### src/sv/spq_pkg.sv
// Shared types and codes for the sorted priority queue.
// Used by spq_cell and sorted_priority_queue; no dependencies.
package spq_pkg;

  // Default number of cells in the sorted chain
  localparam int SPQ_DEPTH = 16;

  // Request codes
  localparam logic REQ_ENQ = 1'b0;
  localparam logic REQ_DEQ = 1'b1;

  typedef enum logic [1:0] {
    ST_OK    = 2'd0,
    ST_UNDER = 2'd1,
    ST_OVER  = 2'd2
  } spq_status_t;

  // One held entry
  typedef struct packed {
    logic signed [31:0] value;
    logic [7:0]         prio;
  } entry_t;

  // Request transfer payload
  typedef struct packed {
    logic               req_type;
    logic signed [31:0] item_value;
    logic [7:0]         item_priority;
  } req_t;

  // Result transfer payload
  typedef struct packed {
    logic signed [31:0] out_value;
    logic [7:0]         out_priority;
    logic               out_valid;
    spq_status_t        status;
    logic [4:0]         entry_count;
    logic               is_empty;
  } rsp_t;

  // Broadcast control from the queue controller to every cell
  typedef struct packed {
    logic   enq;
    logic   deq;
    entry_t item;
  } cell_ctl_t;

endpackage

### src/sv/sorted_priority_queue.sv
// Sorted priority queue built as a chain of insert/shift cells.
// Uses spq_pkg and spq_cell.
//
//  channel | direction | handshake            | payload
//  --------+-----------+----------------------+---------------
//  req     | in        | req_valid, req_stall | req (req_t)
//  rsp     | out       | rsp_valid, rsp_stall | rsp (rsp_t)
//
// Each request is handled at its transfer: all cells compare against the new priority
// in parallel and shift or load at the transfer edge, and the result is loaded into
// the output register at that same edge.
// A new request is taken in the same cycle the held result is taken.
// Reset clears the fill count and the output register valid; cell contents
// are left as they are and only cells below the fill count are read.
module sorted_priority_queue #(
  parameter int QUEUE_DEPTH = spq_pkg::SPQ_DEPTH
) (
  input  logic          clk,
  input  logic          rst,
  input  logic          req_valid,
  output logic          req_stall,
  input  spq_pkg::req_t req,
  output logic          rsp_valid,
  input  logic          rsp_stall,
  output spq_pkg::rsp_t rsp
);
  import spq_pkg::*;

  localparam int CNT_W = $clog2(QUEUE_DEPTH + 1);

  logic [CNT_W-1:0] fill_count;
  logic [CNT_W-1:0] fill_count_next;
  logic             accept;
  logic             full;
  logic             empty;
  cell_ctl_t        ctl;
  entry_t           slot [QUEUE_DEPTH];
  logic             after [QUEUE_DEPTH];
  rsp_t             rsp_next;
  logic [4:0]       count_ext;

  assign req_stall = rsp_valid && rsp_stall;
  assign accept    = req_valid && !req_stall;
  assign full      = (fill_count == CNT_W'(QUEUE_DEPTH));
  assign empty     = (fill_count == '0);

  // Broadcast control to the chain
  always_comb begin
    ctl.enq       = accept && (req.req_type == REQ_ENQ) && !full;
    ctl.deq       = accept && (req.req_type == REQ_DEQ) && !empty;
    ctl.item.value = req.item_value;
    ctl.item.prio  = req.item_priority;
  end

  // Cell chain, head in cell 0
  for (genvar i = 0; i < QUEUE_DEPTH; i++) begin : g_cell
    localparam logic [CNT_W-1:0] IDX = CNT_W'(i);
    logic   occ;
    logic   l_after;
    entry_t l_slot;
    entry_t r_slot;

    assign occ = IDX < fill_count;
    if (i == 0) begin : g_head
      assign l_after = 1'b1;
      assign l_slot  = ctl.item;
    end else begin : g_body
      assign l_after = after[i-1];
      assign l_slot  = slot[i-1];
    end
    if (i == QUEUE_DEPTH - 1) begin : g_tail
      assign r_slot = ctl.item;
    end else begin : g_inner
      assign r_slot = slot[i+1];
    end

    spq_cell u_cell (
      .clk        (clk),
      .ctl        (ctl),
      .occupied   (occ),
      .left_after (l_after),
      .left_slot  (l_slot),
      .right_slot (r_slot),
      .after      (after[i]),
      .slot       (slot[i])
    );
  end

  // Result and count for the request in flight
  always_comb begin
    fill_count_next = fill_count;
    if (ctl.enq) begin
      fill_count_next = fill_count + CNT_W'(1);
    end else if (ctl.deq) begin
      fill_count_next = fill_count - CNT_W'(1);
    end
    count_ext = 5'(fill_count_next);

    rsp_next.out_value    = '0;
    rsp_next.out_priority = '0;
    rsp_next.out_valid    = 1'b0;
    rsp_next.status       = ST_OK;
    case (req.req_type)
      REQ_ENQ: begin
        if (full) begin
          rsp_next.status = ST_OVER;
        end
      end
      REQ_DEQ: begin
        if (empty) begin
          rsp_next.status = ST_UNDER;
        end else begin
          rsp_next.out_value    = slot[0].value;
          rsp_next.out_priority = slot[0].prio;
          rsp_next.out_valid    = 1'b1;
        end
      end
      default: rsp_next.status = ST_OK;
    endcase
    rsp_next.entry_count = count_ext;
    rsp_next.is_empty    = (fill_count_next == '0);
  end

  // Fill count and output register
  always_ff @(posedge clk) begin
    if (rst) begin
      fill_count <= '0;
      rsp_valid  <= 1'b0;
    end else begin
      fill_count <= fill_count_next;
      rsp_valid  <= accept || (rsp_valid && rsp_stall);
    end
  end

  always_ff @(posedge clk) begin
    if (accept) begin
      rsp <= rsp_next;
    end
  end

  // Checks
  a_count_bound: assert property (@(posedge clk) disable iff (rst)
    fill_count <= CNT_W'(QUEUE_DEPTH))
    else $error("fill count above depth");

  a_head_order: assert property (@(posedge clk) disable iff (rst)
    fill_count >= CNT_W'(2) |-> slot[0].prio <= slot[1].prio)
    else $error("head entries out of order");

  a_deq_pops: assert property (@(posedge clk) disable iff (rst)
    accept && (req.req_type == REQ_DEQ) && !empty |=>
      rsp_valid && rsp.out_valid && (fill_count + CNT_W'(1) == $past(fill_count)))
    else $error("dequeue did not remove head");

  a_under_no_data: assert property (@(posedge clk) disable iff (rst)
    rsp_valid && (rsp.status == ST_UNDER) |-> !rsp.out_valid && rsp.is_empty)
    else $error("underflow result carries data");

  a_over_full: assert property (@(posedge clk) disable iff (rst)
    accept && (req.req_type == REQ_ENQ) && full |=> $stable(fill_count))
    else $error("overflow changed the queue");

endmodule

### src/sv/spq_cell.sv
// One cell of the sorted chain: holds a single entry and moves it
// toward the tail on insert or toward the head on removal. Uses spq_pkg.
module spq_cell (
  input  logic              clk,
  input  spq_pkg::cell_ctl_t ctl,
  input  logic              occupied,
  input  logic              left_after,
  input  spq_pkg::entry_t   left_slot,
  input  spq_pkg::entry_t   right_slot,
  output logic              after,
  output spq_pkg::entry_t   slot
);
  import spq_pkg::*;

  // New item goes behind this entry (ties keep arrival order)
  assign after = occupied && (slot.prio <= ctl.item.prio);

  // Keep, take the new item, or take the neighbor's entry
  always_ff @(posedge clk) begin
    if (ctl.enq) begin
      if (!after) begin
        slot <= left_after ? ctl.item : left_slot;
      end
    end else if (ctl.deq) begin
      slot <= right_slot;
    end
  end

endmodule

### config.mk
export PLATFORM = sky130hd
export DESIGN_NAME = sorted_priority_queue
export DESIGN_NICKNAME = d
export VERILOG_FILES = /design/src/sv/spq_pkg.sv /design/src/sv/sorted_priority_queue.sv /design/src/sv/spq_cell.sv
export SDC_FILE = /design/constraint.sdc
export NUM_CORES = 2
export LEC_CHECK = 0
export ABC_AREA = 1
export BUFFER_PORTS_ARGS = -buffer_cell sky130_fd_sc_hd__buf_2
export CAP_MARGIN = 15
export CORE_ASPECT_RATIO = 0.7
export CORE_MARGIN = 5
export CORE_UTILIZATION = 57
export CTS_BUF_LIST = sky130_fd_sc_hd__clkbuf_4 sky130_fd_sc_hd__clkbuf_8 sky130_fd_sc_hd__clkbuf_16
export CTS_CLUSTER_SIZE = 16
export DETAILED_ROUTE_END_ITERATION = 8
export PLACE_DENSITY = 0.86
export SLEW_MARGIN = 30
export SYNTH_ARGS = -nofsm -noshare
export SYNTH_HDL_FRONTEND = slang
export SYNTH_SLANG_ARGS = --single-unit
### constraint.sdc
create_clock -name clk -period 3.5 [get_ports clk]
set_input_delay 0.7 -clock clk [delete_from_list [all_inputs] [get_ports clk]]
set_output_delay 0.7 -clock clk [all_outputs]
set_load 0.005 [all_outputs]
After elaboration in Yosys (flattened, before gate mapping)
Index checks and enable logic that the tools add are counted.

Flip-flop bits (word level): 695. Logic and storage cells: 207.

Equal/unequal tests: 17. $add $sub $neg: 2. Reduce and logical (&&, ||, !) cells: 46. Muxes and demuxes: 69. Bitwise operators: 1. Magnitude comparators: 32.

Operators with widths (count): two-way mux 40 bit (63); less-or-equal comparator 8 bit (16); < comparator 4 x 5 -> 1 bit (first input constant) (8); inequality test 2 bit (second input constant) (16); AND reduction 2 bit (16); logical AND 1 bit (22); < comparator 3 x 5 -> 1 bit (first input constant) (4); logical NOT 5 bit (2); < comparator 1 x 5 -> 1 bit (first input constant) (2); < comparator 2 x 5 -> 1 bit (first input constant) (2); two-way mux 5 bit (2); adder 5 x 1 -> 5 bit (second input constant) (1); == test 5 bit (second input constant) (1); subtractor 5 x 1 -> 5 bit (second input constant) (1); one-hot mux 2 bit (2 select lines) (1); logical NOT 1 bit (3); two-way mux 1 bit (2); two-way mux 2 bit (1); nonzero test 2 bit (1); OR reduction 2 bit (1); logical OR 1 bit (1); NOT 1 bit (1).

Logic depth before layout (Yosys ltp)
Word-level depth: 8. Mapped depth: 16. Mapped depth without buffers: 15.

By module
A second synthesis with hierarchy kept.

Cells, all modules: 4385. Area, all modules: 38612.0 um2.

Modules (own cells, without submodules): spq_cell (instances 16, sequential area each 1201.2 um2, area an instance 2262.2 um2, cells each 259); sorted_priority_queue (instances 1, sequential area each 1591.5 um2, area an instance 2417.3 um2, cells each 241).

Worst setup path before layout
OpenSTA, ideal clock, no wires.

Path kind: input to register. Start: input port req[5] (netlist bit). End: register, netlist name g_cell[14].u_cell.slot[0]. Stages on the path: 9. Data required time: 2866 ps. Library setup time: 634 ps. Data arrival time: 2939 ps. Path slack: -73 ps. Path through: inv_1 > ha_1 > a21oi_1 > nor2_1 > nor3_1 > nand2_1 > nand3_1 > buf_2 > nand3_1.

Longest elaborated chain between the ends: 4.

Ends and longest elaborated chain: from (decl) (line sorted_priority_queue.sv:22) `input spq_pkg::req_t req,`; less-or-equal comparator 8 bit (line spq_cell.sv:16) `assign after = occupied && (slot.prio <= ctl.item.prio);`; logical AND 1 bit (line spq_cell.sv:16); inequality test 2 bit (no source line); AND reduction 2 bit (no source line).

Every way passes these cells. A chain may end at the register's enable or synchronous reset.

Worst setup path after layout
Start: register fill_count[1]. End: register, netlist name g_cell[15].u_cell.slot[29].

Longest elaborated chain between the ends: 5. Elaborated cells on any way between the ends: 8.

Ends and longest elaborated chain: from (decl) (line sorted_priority_queue.sv:31) `logic [CNT_W-1:0] fill_count;`; from (signal assigned) (line sorted_priority_queue.sv:130) `fill_count <= fill_count_next;`; < comparator 4 x 5 -> 1 bit (line sorted_priority_queue.sv:63) `assign occ = IDX < fill_count;`; logical AND 1 bit (line spq_cell.sv:16); two-way mux 40 bit (line spq_cell.sv:22) `slot <= left_after ? ctl.item : left_slot;`; two-way mux 40 bit (line spq_cell.sv:21) `if (!after) begin`; two-way mux 40 bit (*) (line spq_cell.sv:20) `if (ctl.enq) begin`.

Mark *: on every way between the ends. The rest lies on a longest branch, timed or not. The select of a mux whose other input is x is not followed.

==> results.md <==
- Outcome: complete, no violations
- ANT cells: 0
- WP data arrival: 3370 ps
- Starting DRC count in detailed routing: 4,377
- Resized cells post-CTS: 0
- Netlist Area Pre-Place: 0.03940 sq mm
- First-pass GRT wire length: 159,900 um
- Cell count after synthesis: 5,147
- # clock sinks: 695
- Final HPWL DP: 67,130 um
- Xor and xnor area share after synthesis: 0.0004446
- Area contributors post-synth: edfxtp_1, nand2_1, inv_1
- Root Buffer: clkbuf_16
- TNS Setup: 0 ps
- WL final: 99,570 um
- Max_slew headroom: 0.3920
- Top-area cell type share of the netlist area: 0.5251
- Final Critical Period: 3018 ps
- Final Hold Viols: 0
- Fin crit share: 0.8622
- Initial antenna violation count: 1
- Vias: 32,377
- Num CTS Buffers: 72
- WL/cell: 16.33 um
- Layout Skew: 30.20 ps
- Yosys warns: 0
- Leakage power: 24.80 nW
- Share of post-route cells with drive strength above 1: 0.06850
- Net Count, Synth: 5,324
- VDD IR max: 428.6 uV
- Vias/cell: 5.309
- Area grow syn2layout: 8.889%
- DIE WIDTH: 324.2 um
- RD Place Congestion: 0.9024
- Share of flip-flops with an asynchronous set or reset: 0
- Power per cell area: 587.5 mW/mm^2
- CP Capture Type: flip-flop
- DRC viols: 0
- Startpoint types: flip-flop
- IO buf count: 95
- Core area: 0.06837 sq mm
- Initial core utilization: 0.5763
- Gr usage total: 0.2617
- Die extent in y: 230.0 um
- Row Count: 80
- Slew Viols, Final: 0
- Largest net degree at the start of global routing: 241
- Slack of the critical path: 482.2 ps
- Gr ovfl total: 0
- Post-synthesis cell type count: 33
- Avg Inst Size Synth: 7.655 sq um
- Seq cells post-synth: 695
- Post-CTS setup buffer count: 0
- Die area: 0.07457 sq mm
- Post-synth top area cell: edfxtp_1
- Combinational family with the most area after synthesis: simple AND/OR/NAND/NOR gates
- # IOs: 96
- Worst-path fanout max: 41
- Hold Path Class: in2reg
- Mux share of post-synthesis cell area: 0
- Ys flop type: edfxtp_1
- DP Worst Slack: 162.8 ps
- Critical path class: reg2reg
- Fmax achieved: 0.3314 GHz
- EDFF count, synth: 689
- RSZ-0062 raised after global routing: no
- Nets: 5,321
- Vias in the first global route: 29,999
- Compound-cell area share of the yosys netlist: 0.01505
- Slew at the pin closest to its max-slew limit: 910.9 ps
- Simple-gate area share of the yosys netlist: 0.3242
- Final setup fails: 0
- Drt first pass iters: 9
- Number of H-tree levels: 3
- Critical Path RT: 3850 ps
- Seq/Total Area, Yosys: 0.5282
- Skew-Pair Late Insertion Delay: 630 ps
- CTS max path bufs: 3
- Clk slew on worst S/H paths: 60 ps
- Adder-cell area share of the yosys netlist: 0.04192
- MaxCap Viol Count: 0
- TritonCTS clock tree: built
- Post-CTS Hold Fix Bufs: 0
- Routed Antenna Nets: 0
-- layout by cell type (no fill, tap or decap), types with 15 or more instances in the layout --
| cell type | n |
|---|---|
| inv_1 | 634 |
| nand2_2 | 55 |
| ha_1 | 132 |
| edfxtp_1 | 689 |
| clkbuf_16 | 74 |
| nand3_1 | 52 |
| o21ai_0 | 46 |
| clkinv_2 | 18 |
| nor2_1 | 97 |
| nand2_1 | 3099 |
| clkbuf_4 | 20 |
| buf_2 | 95 |
| a21oi_1 | 39 |
| buf_4 | 57 |
| nand4_1 | 15 |
-- sequential cells by signal, indices dropped and copies added, names as in the netlist --
signal,flops
g_cell.u_cell.slot,640
rsp_valid,1
fill_count,5
rsp,49
-- report_power, final --
part	internal (mW)	switching, mW
Sequential	11.1	0.650
Clock	4.34	3.25
Combinational	1.81	4.09
-- layout make-up --
| class | instances | area, sq um |
|---|---|---|
| Clock buffer | 94 | 2002 |
| Inverter | 639 | 2406 |
| Tap cell | 902 | 1129 |
| Timing Repair Buffer | 167 | 1211 |
| Sequential cell | 695 | 20810 |
| Fill cell | 5509 | 25460 |
| Multi-Input combinational cell | 3569 | 15070 |
| Clock inverter | 33 | 277.8 |
-- through the flow --
step / instances / cell area (sq um) / util / hold slack (ps) / power, mW
finish: 6099 / 42900 / 0.6275 / 330.7 / 25.21
global placement: 5971 / 40590 / 0.5938 / 494.9 / 17.29
floorplan: 5147 / 39410 / - / 494.4 / 15.87
CTS: 6098 / 42870 / 0.6271 / 303.2 / 25.16
global route: 6099 / 42900 / 0.6275 / 340.4 / 26.50
detailed placement: 5971 / 40600 / 0.5938 / 503.0 / 17.57
-- synth_stat cells, types with 2 or more instances --
library cell / count
a21o_1: 14
a21oi_1: 39
buf_1: 2
buf_2: 143
buf_6: 7
clkbuf_1: 91
dfxtp_1: 6
edfxtp_1: 689
ha_1: 132
inv_1: 635
inv_2: 3
nand2_1: 3100
nand2_2: 54
nand3_1: 54
nand3_2: 2
nand4_1: 15
nor2_1: 97
nor2_4: 2
nor3_1: 2
o21ai_0: 46
xor2_1: 2
-- routing by layer --
| layer | vias to the layer above | GRT usage | wire length [um] | share of wire |
|---|---|---|---|---|
| met3 | 144 | 0.05635 | 12230 | 0.12 |
| met4 | 2 | 0.05294 | 1779 | 0.018 |
| met5 | - | 0 | 7 | 0.000070 |
| li1 | 15690 | - | - | - |
| met1 | 14602 | 0.4063 | 43650 | 0.44 |
| met2 | 1939 | 0.3811 | 41900 | 0.42 |
-- critical path, cell delays in order (launching register included) --
cell and delay (ps):
dfxtp_1 370, inv_1 240, ha_1 280, nand3_2 190
nand2_8 170, inv_6 140, o211ai_4 150, buf_4 480
nand2_1 250, buf_4 290, nand2_1 100, nand2_1 50
-- final timing paths --
kind	from	end	slack, ps	cells past startpoint
setup reg to reg	fill_count[1]	g_cell[15].u_cell.slot[29]	480	11
hold reg to reg	g_cell[15].u_cell.slot[33]	g_cell[14].u_cell.slot[33]	520	2
setup / recovery	fill_count[1]	g_cell[15].u_cell.slot[29]	480	11
hold / removal	req_valid	rsp_valid	330	3
-- cell families after synthesis --
kind of cell / after synthesis
AOI/OAI and AO/OA: 107
xor gates and xnor gates: 2
adders and majority gates: 132
buffers and inverters: 883
DFF: 695
and+or+nand+nor: 3328
(Power assumes the default switching activity.)
